==> config.mk <==
export PLATFORM = sky130hd
export DESIGN_NAME = fat_chain_allocator
export DESIGN_NICKNAME = d
export VERILOG_FILES = /design/src/rtl/fca_pkg.sv /design/src/rtl/fat_chain_allocator.sv /design/src/rtl/fca_table_mem.sv /design/src/rtl/fca_ctrl.sv
export SDC_FILE = /design/constraint.sdc
export NUM_CORES = 2
export LEC_CHECK = 0
export BUFFER_PORTS_ARGS = -buffer_cell sky130_fd_sc_hd__buf_2
export CORE_MARGIN = 5
export CORE_UTILIZATION = 45
export CTS_BUF_LIST = sky130_fd_sc_hd__clkbuf_8
export CTS_CLUSTER_DIAMETER = 60
export DETAILED_ROUTE_END_ITERATION = 7
export HOLD_SLACK_MARGIN = 0.15
export RECOVER_POWER = 100
export REMOVE_ABC_BUFFERS = 1
export SYNTH_ARGS = -nofsm -noshare
export SYNTH_HDL_FRONTEND = slang
export SYNTH_SLANG_ARGS = --single-unit
==> constraint.sdc <==
create_clock -name clk -period 13.19 [get_ports clk]
set_clock_uncertainty 0.2 [all_clocks]
set_input_delay 0.6595 -clock clk [delete_from_list [all_inputs] [get_ports clk]]
set_output_delay 0.6595 -clock clk [all_outputs]
set_load 0.01 [all_outputs]
==> src/rtl/fca_pkg.sv <==
// Shared types and constants for the chained allocation table block.
package fca_pkg;

  localparam int MODE_W   = 1;
  localparam int SIZE_W   = 10;
  localparam int START_W  = 8;
  localparam int FIRST_W  = 8;
  localparam int COUNT_W  = 9;
  localparam int STATUS_W = 2;
  localparam int LIVE_W   = 9;
  // Blocks needed by the largest size: ceil(1023 / 4) = 256.
  localparam int NEED_W   = 9;
  localparam int BLOCK_SHIFT = 2;

  localparam logic [MODE_W-1:0] MODE_ALLOC = 1'b0;
  localparam logic [MODE_W-1:0] MODE_FREE  = 1'b1;

  localparam logic [STATUS_W-1:0] ST_OK         = 2'd0;
  localparam logic [STATUS_W-1:0] ST_ZERO_SIZE  = 2'd1;
  localparam logic [STATUS_W-1:0] ST_NO_SPACE   = 2'd2;
  localparam logic [STATUS_W-1:0] ST_START_FREE = 2'd3;

  typedef struct packed {
    logic [MODE_W-1:0]  mode;
    logic [SIZE_W-1:0]  file_size;
    logic [START_W-1:0] start_block;
  } in_req_t;

  typedef struct packed {
    logic [FIRST_W-1:0]  first_block;
    logic [COUNT_W-1:0]  block_count;
    logic [STATUS_W-1:0] status;
    logic [LIVE_W-1:0]   live_chains;
  } out_rsp_t;

  typedef enum logic [2:0] {
    S_CLEAR,
    S_IDLE,
    S_SCAN,
    S_LINK_END,
    S_WALK,
    S_RESP
  } ctrl_state_t;

endpackage

==> src/rtl/fat_chain_allocator.sv <==
// Top level: chained allocation table with request/result channels and output register.
// Allocate runs an ascending scan through the table's single read port; free follows the
//   chain one link per read, clearing each entry as it goes.
// Zero-size and no-space rejects answer from the idle state; a free of an empty entry ends
//   at its first read. One request is in work at a time; the output register lets the next
//   request enter while a result waits.
// Reset: a clearing pass writes every table entry free, with in_stall high throughout.
module fat_chain_allocator #(
  parameter int TABLE_SIZE = 256
) (
  input  logic              clk,
  input  logic              rst_n,
  input  logic              in_valid,
  input  fca_pkg::in_req_t  in_data,
  output logic              in_stall,
  output logic              out_valid,
  output fca_pkg::out_rsp_t out_data,
  input  logic              out_stall
);

  import fca_pkg::*;

  localparam int AW = (TABLE_SIZE > 1) ? $clog2(TABLE_SIZE) : 1;
  localparam int EW = AW + 1;

  logic          mem_we;
  logic [AW-1:0] mem_waddr;
  logic [EW-1:0] mem_wdata;
  logic [AW-1:0] mem_raddr;
  logic [EW-1:0] mem_rdata;

  logic          res_valid;
  out_rsp_t      res_data;
  logic          res_take;

  logic          out_valid_r, out_valid_nxt;
  out_rsp_t      out_data_r, out_data_nxt;

  fca_table_mem #(
    .DEPTH (TABLE_SIZE),
    .WIDTH (EW)
  ) u_table (
    .clk   (clk),
    .we    (mem_we),
    .waddr (mem_waddr),
    .wdata (mem_wdata),
    .raddr (mem_raddr),
    .rdata (mem_rdata)
  );

  fca_ctrl #(
    .TABLE_SIZE (TABLE_SIZE)
  ) u_ctrl (
    .clk       (clk),
    .rst_n     (rst_n),
    .in_valid  (in_valid),
    .in_data   (in_data),
    .in_stall  (in_stall),
    .res_valid (res_valid),
    .res_data  (res_data),
    .res_take  (res_take),
    .mem_we    (mem_we),
    .mem_waddr (mem_waddr),
    .mem_wdata (mem_wdata),
    .mem_raddr (mem_raddr),
    .mem_rdata (mem_rdata)
  );

  // Load the output register when it is empty or being drained
  assign res_take = res_valid && (!out_valid_r || !out_stall);

  always_comb begin
    out_valid_nxt = out_valid_r;
    out_data_nxt  = out_data_r;
    if (res_take) begin
      out_valid_nxt = 1'b1;
      out_data_nxt  = res_data;
    end else if (!out_stall) begin
      out_valid_nxt = 1'b0;
    end
  end

  always_ff @(posedge clk) begin
    if (!rst_n) begin
      out_valid_r <= 1'b0;
    end else begin
      out_valid_r <= out_valid_nxt;
    end
  end

  always_ff @(posedge clk) begin
    out_data_r <= out_data_nxt;
  end

  assign out_valid = out_valid_r;
  assign out_data  = out_data_r;

endmodule

==> src/rtl/fca_table_mem.sv <==
// Allocation table storage: one write port, one registered read port.
module fca_table_mem #(
  parameter int DEPTH = 256,
  parameter int WIDTH = 9
) (
  input  logic                                      clk,
  input  logic                                      we,
  input  logic [((DEPTH > 1) ? $clog2(DEPTH) : 1)-1:0] waddr,
  input  logic [WIDTH-1:0]                          wdata,
  input  logic [((DEPTH > 1) ? $clog2(DEPTH) : 1)-1:0] raddr,
  output logic [WIDTH-1:0]                          rdata
);

  logic [WIDTH-1:0] mem [DEPTH];
  logic [WIDTH-1:0] rdata_r;

  // Write port
  always_ff @(posedge clk) begin
    if (we) begin
      mem[waddr] <= wdata;
    end
  end

  // Read port, old data on a same-address collision
  always_ff @(posedge clk) begin
    rdata_r <= mem[raddr];
  end

  assign rdata = rdata_r;

endmodule

==> src/rtl/fca_ctrl.sv <==
// Request sequencer: scans the table to build chains and walks chains to free them.
module fca_ctrl #(
  parameter int TABLE_SIZE = 256
) (
  input  logic                                           clk,
  input  logic                                           rst_n,
  input  logic                                           in_valid,
  input  fca_pkg::in_req_t                               in_data,
  output logic                                           in_stall,
  output logic                                           res_valid,
  output fca_pkg::out_rsp_t                              res_data,
  input  logic                                           res_take,
  output logic                                           mem_we,
  output logic [((TABLE_SIZE > 1) ? $clog2(TABLE_SIZE) : 1)-1:0] mem_waddr,
  output logic [((TABLE_SIZE > 1) ? $clog2(TABLE_SIZE) : 1):0]   mem_wdata,
  output logic [((TABLE_SIZE > 1) ? $clog2(TABLE_SIZE) : 1)-1:0] mem_raddr,
  input  logic [((TABLE_SIZE > 1) ? $clog2(TABLE_SIZE) : 1):0]   mem_rdata
);

  import fca_pkg::*;

  localparam int AW   = (TABLE_SIZE > 1) ? $clog2(TABLE_SIZE) : 1;
  localparam int EW   = AW + 1;
  localparam int CW   = $clog2(TABLE_SIZE + 1);
  localparam int CMPW = (CW > NEED_W) ? CW : NEED_W;

  localparam logic [EW-1:0] ENT_FREE  = '0;
  localparam logic [EW-1:0] ENT_END   = '1;
  localparam logic [EW-1:0] ENT_LIMIT = EW'(TABLE_SIZE);
  localparam logic [AW-1:0] LAST_ADDR = AW'(TABLE_SIZE - 1);
  localparam logic [CW-1:0] CNT_FULL  = CW'(TABLE_SIZE);

  ctrl_state_t       state_r, state_nxt;
  logic [AW-1:0]     clr_r, clr_nxt;
  logic [AW-1:0]     iss_r, iss_nxt;
  logic [AW-1:0]     chk_r, chk_nxt;
  logic              pend_r, pend_nxt;
  logic [AW-1:0]     prev_r, prev_nxt;
  logic [AW-1:0]     first_r, first_nxt;
  logic [NEED_W-1:0] need_r, need_nxt;
  logic [NEED_W-1:0] found_r, found_nxt;
  logic [AW-1:0]     cur_r, cur_nxt;
  logic [CW-1:0]     cnt_r, cnt_nxt;
  logic [CW-1:0]     free_r, free_nxt;
  logic [CW-1:0]     chains_r, chains_nxt;
  out_rsp_t          res_r, res_nxt;

  // Control state
  always_ff @(posedge clk) begin
    if (!rst_n) begin
      state_r  <= S_CLEAR;
      clr_r    <= '0;
      pend_r   <= 1'b0;
      free_r   <= CNT_FULL;
      chains_r <= '0;
    end else begin
      state_r  <= state_nxt;
      clr_r    <= clr_nxt;
      pend_r   <= pend_nxt;
      free_r   <= free_nxt;
      chains_r <= chains_nxt;
    end
  end

  // Working registers
  always_ff @(posedge clk) begin
    iss_r   <= iss_nxt;
    chk_r   <= chk_nxt;
    prev_r  <= prev_nxt;
    first_r <= first_nxt;
    need_r  <= need_nxt;
    found_r <= found_nxt;
    cur_r   <= cur_nxt;
    cnt_r   <= cnt_nxt;
    res_r   <= res_nxt;
  end

  // Next state, table accesses and result
  always_comb begin
    logic [SIZE_W:0]     size_ext;
    logic [NEED_W-1:0]   need_req;
    logic [NEED_W-1:0]   found_inc;
    logic [CW-1:0]       cnt_inc;
    logic [CW:0]         free_sum;
    logic [CW-1:0]       free_rel;
    logic [CW-1:0]       chains_dec;
    logic                walk_stop;

    state_nxt  = state_r;
    clr_nxt    = clr_r;
    iss_nxt    = iss_r;
    chk_nxt    = chk_r;
    pend_nxt   = pend_r;
    prev_nxt   = prev_r;
    first_nxt  = first_r;
    need_nxt   = need_r;
    found_nxt  = found_r;
    cur_nxt    = cur_r;
    cnt_nxt    = cnt_r;
    free_nxt   = free_r;
    chains_nxt = chains_r;
    res_nxt    = res_r;

    mem_we    = 1'b0;
    mem_waddr = '0;
    mem_wdata = ENT_FREE;
    mem_raddr = '0;

    size_ext   = {1'b0, in_data.file_size} + (SIZE_W + 1)'(3);
    need_req   = NEED_W'(size_ext >> BLOCK_SHIFT);
    found_inc  = found_r + NEED_W'(1);
    cnt_inc    = cnt_r + CW'(1);
    free_sum   = {1'b0, free_r} + {1'b0, cnt_r};
    free_rel   = (free_sum > {1'b0, CNT_FULL}) ? CNT_FULL : free_sum[CW-1:0];
    chains_dec = (chains_r != '0) ? (chains_r - CW'(1)) : chains_r;
    walk_stop  = (mem_rdata == ENT_END) || (cnt_inc == CNT_FULL) ||
                 (mem_rdata >= ENT_LIMIT);

    unique case (state_r)
      // Sweep every entry to free after reset
      S_CLEAR: begin
        mem_we    = 1'b1;
        mem_waddr = clr_r;
        mem_wdata = ENT_FREE;
        clr_nxt   = clr_r + AW'(1);
        if (clr_r == LAST_ADDR) begin
          clr_nxt   = '0;
          state_nxt = S_IDLE;
        end
      end

      // Take a request and reject the trivial cases at once
      S_IDLE: begin
        if (in_valid) begin
          if (in_data.mode == MODE_ALLOC) begin
            need_nxt = need_req;
            if (in_data.file_size == '0) begin
              res_nxt   = '{first_block: '0, block_count: '0,
                            status: ST_ZERO_SIZE, live_chains: LIVE_W'(chains_r)};
              state_nxt = S_RESP;
            end else if (CMPW'(need_req) > CMPW'(free_r)) begin
              res_nxt   = '{first_block: '0, block_count: '0,
                            status: ST_NO_SPACE, live_chains: LIVE_W'(chains_r)};
              state_nxt = S_RESP;
            end else begin
              iss_nxt   = '0;
              pend_nxt  = 1'b0;
              found_nxt = '0;
              state_nxt = S_SCAN;
            end
          end else begin
            if (32'(in_data.start_block) >= 32'(TABLE_SIZE)) begin
              res_nxt   = '{first_block: in_data.start_block, block_count: '0,
                            status: ST_START_FREE, live_chains: LIVE_W'(chains_r)};
              state_nxt = S_RESP;
            end else begin
              mem_raddr = AW'(in_data.start_block);
              cur_nxt   = AW'(in_data.start_block);
              first_nxt = AW'(in_data.start_block);
              cnt_nxt   = '0;
              state_nxt = S_WALK;
            end
          end
        end
      end

      // Stream reads in ascending order; link each free entry to the previous one
      S_SCAN: begin
        mem_raddr = iss_r;
        chk_nxt   = iss_r;
        pend_nxt  = 1'b1;
        if (iss_r != LAST_ADDR) begin
          iss_nxt = iss_r + AW'(1);
        end
        if (pend_r && (mem_rdata == ENT_FREE)) begin
          if (found_r == '0) begin
            first_nxt = chk_r;
          end else begin
            mem_we    = 1'b1;
            mem_waddr = prev_r;
            mem_wdata = EW'(chk_r);
          end
          prev_nxt  = chk_r;
          found_nxt = found_inc;
          if (found_inc == need_r) begin
            pend_nxt  = 1'b0;
            state_nxt = S_LINK_END;
          end
        end
      end

      // Mark the chain end and commit the allocation
      S_LINK_END: begin
        mem_we     = 1'b1;
        mem_waddr  = prev_r;
        mem_wdata  = ENT_END;
        free_nxt   = free_r - CW'(need_r);
        chains_nxt = chains_r + CW'(1);
        res_nxt    = '{first_block: FIRST_W'(first_r), block_count: COUNT_W'(need_r),
                       status: ST_OK, live_chains: LIVE_W'(chains_r + CW'(1))};
        state_nxt  = S_RESP;
      end

      // Follow links one entry per cycle, clearing as we go
      S_WALK: begin
        if (mem_rdata == ENT_FREE) begin
          if (cnt_r == '0) begin
            res_nxt = '{first_block: FIRST_W'(first_r), block_count: '0,
                        status: ST_START_FREE, live_chains: LIVE_W'(chains_r)};
          end else begin
            free_nxt   = free_rel;
            chains_nxt = chains_dec;
            res_nxt    = '{first_block: FIRST_W'(first_r), block_count: COUNT_W'(cnt_r),
                           status: ST_OK, live_chains: LIVE_W'(chains_dec)};
          end
          state_nxt = S_RESP;
        end else begin
          mem_we    = 1'b1;
          mem_waddr = cur_r;
          mem_wdata = ENT_FREE;
          cnt_nxt   = cnt_inc;
          if (walk_stop) begin
            cnt_nxt   = '0;
            free_sum  = {1'b0, free_r} + {1'b0, cnt_inc};
            free_nxt  = (free_sum > {1'b0, CNT_FULL}) ? CNT_FULL : free_sum[CW-1:0];
            chains_nxt = chains_dec;
            res_nxt   = '{first_block: FIRST_W'(first_r), block_count: COUNT_W'(cnt_inc),
                          status: ST_OK, live_chains: LIVE_W'(chains_dec)};
            state_nxt = S_RESP;
          end else begin
            mem_raddr = mem_rdata[AW-1:0];
            cur_nxt   = mem_rdata[AW-1:0];
          end
        end
      end

      // Hold the result until the output register takes it
      S_RESP: begin
        if (res_take) begin
          state_nxt = S_IDLE;
        end
      end

      default: begin
        state_nxt = S_IDLE;
      end
    endcase
  end

  assign in_stall  = (state_r != S_IDLE);
  assign res_valid = (state_r == S_RESP);
  assign res_data  = res_r;

endmodule
# Yosys cells after proc, flatten, opt, wreduce, memory -nomap -nowiden

Memory sizes are Yosys's and may differ from the RTL's. A register that Yosys moved wholly into a read port is not among the register bits.
Index checks and enable logic that the tools add are counted.

Bits in registers: 154
Latch bits: 0
RAM bits: 2304
Memory bits (read-only): 0
Input port bits: 23
Output and inout port bits: 30
Logic and storage cells: 178
Memories: 1

Memory list:

| memory      | words | width | rd ports | clocked after memory_dff | wr ports | line                | RTL |
|---|---|---|---|---|---|---|---|
| u_table.mem | 256   | 9     | 1        | 1                        | 1        | fca_table_mem.sv:14 | `logic [WIDTH-1:0] mem [DEPTH];` |

Add/subtract/negate cells: 10
$mul: 0
Div/mod/pow operators: 0
Magnitude comparators: 4
Equality and inequality tests: 28
Shift-type cells: 0
Mux-type cells: 83
Bitwise gates (word level): 1
Reduce and logical (&&, ||, !) cells: 29

Operators by type and width:

| kind                                                                  | count |
|---|---|
| 9-bit 2-to-1 mux                                                      | 19 |
| 28-bit 2-to-1 mux                                                     | 6 |
| 8-bit 2-to-1 mux                                                      | 20 |
| 9-bit one-hot mux with 2 select lines                                 | 5 |
| 28-bit one-hot mux with 3 select lines                                | 1 |
| 8-bit one-hot mux with 2 select lines                                 | 3 |
| 8-bit one-hot mux with 4 select lines                                 | 1 |
| 3-bit 2-to-1 mux                                                      | 10 |
| 9-bit by 1-bit adder with 9-bit output, second input constant         | 3 |
| 9-bit zero test                                                       | 3 |
| 8-bit one-hot mux with 3 select lines                                 | 1 |
| 9-bit by 9-bit adder with 10-bit output                               | 2 |
| 10-bit by 9-bit > comparator with 1-bit output, second input constant | 2 |
| 20-bit 2-to-1 mux                                                     | 1 |
| 5-bit AND reduction                                                   | 4 |
| 9-bit equality test, second input constant                            | 2 |
| 3-bit one-hot mux with 6 select lines                                 | 1 |
| 6-bit AND reduction                                                   | 3 |
| 8-bit by 1-bit adder with 8-bit output, second input constant         | 2 |
| 2-bit by 1-bit != test with 1-bit output, second input constant       | 7 |
| 2-bit != test, second input constant                                  | 7 |
| 1-bit 2-to-1 mux                                                      | 13 |
| 10-bit by 2-bit adder with 11-bit output, second input constant       | 1 |
| 10-bit zero test                                                      | 1 |
| other kinds (26)                                                      | 37 |

# Longest topological paths before layout

Word-level depth: 7
Mapped depth: 19
Gate-level depth less buffers: 17

# Modules after synthesis

From an unflattened synthesis, not the netlist that was laid out.

Cells, all modules: 5167
Area total of the unflattened synthesis: 98351.8 sq um

By module, submodules not included:

| module              | times used | cells an instance | area each (sq um) | sequential area each (sq um) |
|---|---|---|---|---|
| fca_table_mem       | 1          | 4237              | 89278.1           | 69366.5 |
| fca_ctrl            | 1          | 898               | 8194.1            | 3453.3 |
| fat_chain_allocator | 1          | 32                | 879.6             | 860.8 |

# Worst setup path before layout

No wires, ideal clock.

Path type: flip-flop to flip-flop
From: reg u_ctrl.state_r[2]
To: reg u_ctrl.res_r (netlist bit u_ctrl.res_data[3]) (data pin)
Library setup time: 0.271 ns
Arrival time: 5.735 ns
Setup slack: 6.984 ns
Stages on the path, launching flop included: 8
Clock period less this slack: 6.206 ns
Cell sequence: dfxtp_1 -> clkbuf_1 -> nor2b_1 -> nand2_1 -> inv_1 -> clkbuf_1 -> a22oi_1 -> xnor2_1

RTL lines:

| element                  | line           | RTL |
|---|---|---|
| start: declaration       | fca_ctrl.sv:33 | `ctrl_state_t state_r, state_nxt;` |
| start signal: assignment | fca_ctrl.sv:57 | `state_r <= state_nxt;` |
| end signal: assignment   | fca_ctrl.sv:75 | `res_r <= res_nxt;` |
| end: declaration         | fca_ctrl.sv:46 | `out_rsp_t res_r, res_nxt;` |

# Worst setup path after layout

From: reg u_ctrl.state_r[1]
To: mem u_table.mem[120][5] (data pin)

Word-level cells in the longest chain between the ends: 2
Elaborated cells between the ends (all ways): 3
Those cells by class: eq/ne (2); mux (1)

Ends and longest elaborated chain:

| element                                        | line                      | RTL |
|---|---|---|
| 3-bit by 2-bit equality test with 1-bit output | fca_ctrl.sv:119           | `unique case (state_r)` |
| 9-bit one-hot mux with 2 select lines (*)      | fca_ctrl.sv:119           |  |
| via mem_wdata[5]                               | fat_chain_allocator.sv:28 | `logic [EW-1:0] mem_wdata;` |
| end: declaration                               | fca_table_mem.sv:14       |  |

Mark *: on every way through the listed nets, which the timed path passes. The rest lies on a longest branch.

==> impl_metrics.yaml <==
status:
  status: "finished, violations left"
  violations: "capacitance limit, slew limit"
grt:
  gr-total-overflow: 0
  grt_use_total_pct: 26.5
  grt_max_degree: 203
  met2_usage_pct: 40.3
  antenna_found_initial: 15
  grt_pass1_vias: 64233
  grt_pass1_wl_mm: 460
  use_met1_pct: 36.4
  grt_util_met3_pct: 6.54
  busiest_layer: "met2"
worst_setup_path:
  cp.arrival_ns: 9.90
  crit_fanout: 192
  start_kind: "register"
  critical_path_class: "register to register"
  crit_required_ns: 13.17
  end_kind: "register"
yosys:
  synth-main-ff-cell: "edfxtp_1"
  synth.avg_cell_area_um2: 13.4
  yosysTopAreaCell: "edfxtp_1"
  yosysWarnings: 0
  synth_mux_area_share_pct: 1.97
  ys_ff_latch: 2467
  synth-simple-area-share_pct: 13.5
  synth_top_area_share_pct: 72.0
  synth_edf_count: 2427
  synth_top_family_by_area: "simple AND/OR/NAND/NOR gates"
  yosys-top-cells-area: "edfxtp_1 72%, nand2_1 6.7%, nand3_1 2.7%"
  synth_compound_area_share_pct: 7.79
  synth_area_um2: 101000
  yosysSeqAreaShare_pct: 72.8
  postSynthCellCount: 7577
  ys_async_sr_fraction_pct: 0
  synthDistinctLibCells: 93
  synthAdderAreaFrac_pct: 0.603
  synthXorXnorAreaFrac_pct: 0.675
timing:
  finalWorstSetupSlack_ns: 3.27
  worst_pin_slew_ns: 4.61
  rsz0062_at_grt: "no"
  finalCritPeriodShare_pct: 75.2
  setup_violations: 0
  final_max_slew_viol_count: 1566
  fin_crit_ns: 9.92
  relSlewSlack_pct: -207
  max_freq_mhz: 101
  hold_viol: 0
cts:
  root_buffer: "clkbuf_8"
  cts_setup_buffers: 0
  clkLatencyLatePin_ns: 1.13
  cts_tree: "yes"
  clock-sinks: 2467
  post_cts_resized: 0
  clk_pin_slew_ns: 0.06
  h-tree-depth: 5
  cts.path.max_buffers: 4
  numCtsBuffers: 415
placed_design:
  gp_congestion: 0.882
  post-dp-hpwl_mm: 182
  pre_cts_ws_ns: 5.71
  portBuffers: 52
  place_area_um2: 104000
pwr:
  p_seq_share_pct: 57.8
  power.leakage_nw: 40.6
  p_clk_share_pct: 41.5
  internal-power_mw: 11.6
  power.density_nw_per_um2: 132
  switching_share_pct: 21.3
  net-switching-power_mw: 3.13
  pwr-share-comb_pct: 0.7
  peakVddDrop_v: 0.0000917
floorplanning:
  die-area_um2: 235000
  placementRows: 174
  initial_core_util_pct: 45.1
  io_pins: 53
  dieHeight_um: 484
  fp.coreArea_um2: 224000
  die_w_um: 484
routing:
  vias_per_cell: 6.15
  wl_per_cell_um: 29.2
  drc: 0
  vias: 67733
  final_antenna_net_count: 0
  dr.pass1.iters: 8
  initialDrtViolationCount: 9020
  routed_wl_mm: 322
final_layout:
  drive_above_1_share_pct: 8.81
  fillerInstances: 19279
  fin_area_um2: 112000
  area_delta_synth_final_pct: 10.2
  fin_nets: 7767
min_path:
  hold_path_class: "register to register"
flow_run:
  cap_violations: 26
==> logic make-up (layout without fill, tap and decap cells) <==
| group | Yosys count | count (layout) |
|---|---|---|
| other | 0 | 23 |
| XOR/XNOR | 78 | 78 |
| AO/OA/AOI/OAI | 1105 | 1105 |
| AND/OR/NAND/NOR | 3158 | 3158 |
| flip-flops | 2467 | 2467 |
| buffers and inverters | 564 | 992 |
| adder cells (fa/ha/maj) | 47 | 47 |
| multiplexers | 158 | 158 |
==> cells in the mapped netlist (all sizes together) (15+ instances only) <==
library cell,count
clkbuf,236
nor4,16
inv,46
dfxtp,40
buf,281
nor2b,16
o21ai,111
mux2i,120
a31oi,189
a21o,15
nor2,357
nand2,1803
a22oi,15
o2111ai,20
a221oi,50
a21oi,149
ha,44
a32oi,43
xor2,33
and3,263
mux4,32
a211oi,209
nand4,46
xnor2,45
and2,27
o211ai,18
o22ai,32
a311oi,120
edfxtp,2427
nor3,38
nand3,558
==> registers in the layout, indices dropped and copies added (netlist names), 3 cells and up <==
| name | flops |
|---|---|
| u_ctrl.first_r | 8 |
| u_ctrl.chk_r | 8 |
| u_table.rdata | 9 |
| u_ctrl.res_data | 28 |
| u_ctrl.free_r | 9 |
| u_ctrl.cnt_r | 9 |
| out_data | 28 |
| u_ctrl.clr_r | 8 |
| u_ctrl.need_r | 9 |
| u_ctrl.chains_r | 9 |
| u_ctrl.cur_r | 8 |
| u_ctrl.iss_r | 8 |
| u_ctrl.prev_r | 8 |
| u_ctrl.state_r | 3 |
| u_ctrl.found_r | 9 |
| u_table.mem | 2304 |
==> placed cells by master (no fill, tap or decap), drive strengths merged, types with 9 or more instances in the layout <==
| cell | synthesis | final |
|---|---|---|
| a221oi | 50 | 50 |
| edfxtp | 2427 | 2427 |
| a31oi | 189 | 189 |
| a222oi | 9 | 9 |
| nand4 | 46 | 46 |
| xnor2 | 45 | 45 |
| a32oi | 43 | 43 |
| o21ai | 111 | 111 |
| a21o | 15 | 15 |
| nor2 | 357 | 357 |
| o21a | 10 | 10 |
| o22ai | 32 | 32 |
| inv | 46 | 183 |
| a22o | 10 | 10 |
| nor4 | 16 | 16 |
| mux2i | 120 | 120 |
| a22oi | 15 | 15 |
| and3 | 263 | 263 |
| dlygate4sd3 | 0 | 32 |
| clkinv | 1 | 156 |
| mux4 | 32 | 32 |
| xor2 | 33 | 33 |
| o2111ai | 20 | 20 |
| nand2 | 1803 | 1803 |
| ha | 44 | 44 |
| a2111oi | 9 | 9 |
| diode | 0 | 23 |
| nor3 | 38 | 38 |
| o21bai | 9 | 9 |
| nand3 | 558 | 558 |
| a21oi | 149 | 149 |
| a311oi | 120 | 120 |
| and2 | 27 | 27 |
| dfxtp | 40 | 40 |
| a32o | 10 | 10 |
| nor2b | 16 | 16 |
| a211oi | 209 | 209 |
| buf | 281 | 132 |
| clkbuf | 236 | 478 |
| o211ai | 18 | 18 |
==> through the flow <==
step	power [mW]	cells	setup TNS, ns	utilization [%]	hold slack, ns
global route	15.2	11002	0	49.7	0.213
detailed placement	8.76	10240	0	46.5	0.205
CTS	14.8	10997	0	49.9	0.152
finish	14.7	11020	0	49.8	0.216
floorplan	8.70	7060	-97.81	-	0.200
global placement	8.76	10240	0	46.5	0.203
==> per-layer routing <==
metal | vias up | wire length [um]
met3 | 744 | 34500
met1 | 34103 | 126000
li1 | 28857 | -
met2 | 4029 | 146000
met4 | 0 | 14700
met5 | - | 0
==> critical path, stage by stage, from the launching register on <==
cell and delay [ns]:
dfxtp_1 0.57, nand2_1 0.62, inv_1 0.23, clkbuf_1 1.08
nand3_1 0.24, a21oi_1 0.21, clkbuf_1 0.33, nand2_1 0.09
nand2_1 1.79, clkbuf_2 3.41
==> cell type report <==
| class | instances | area, um^2 | area share, % |
|---|---|---|---|
| antenna | 23 | 57.6 | 0.0516 |
| clock buffer | 422 | 5810 | 5.21 |
| clock inverter | 303 | 1390 | 1.24 |
| inverter | 47 | 178 | 0.159 |
| multi-input combinational | 4546 | 25000 | 22.4 |
| sequential | 2467 | 73700 | 66.0 |
| tap | 2992 | 3740 | 3.36 |
| timing repair buffer | 220 | 1680 | 1.51 |
==> power groups by stage <==
stage / registers [mW] / logic [mW] / clock network (mW)
after floorplan: 8.66 / 0.0402 / 0
after global placement: 8.67 / 0.0932 / 0
after detailed placement: 8.67 / 0.0938 / 0
after CTS: 8.51 / 0.102 / 6.18
after global routing: 8.50 / 0.107 / 6.54
final: 8.51 / 0.104 / 6.11
==> path summary, 6_finish.rpt <==
path                                           from                   to  slack [ns]  cells after the start
worst max-delay path              u_ctrl.state_r[1]  u_table.mem[120][5]        3.27                      9
worst min-delay path            u_ctrl.res_data[16]         out_data[16]        0.22                      0
worst max register to register    u_ctrl.state_r[1]  u_table.mem[120][5]        3.27                      9
worst min register to register  u_ctrl.res_data[16]         out_data[16]        0.22                      0
==> repair_timing <==
action / 4_1_cts / 5_1_grt
hold buffers: 32 / 0
endpoints found under the hold margin: 73 / 0
setup endpoints to repair: 0 / 0
Power figures use the tool's default switching activity.
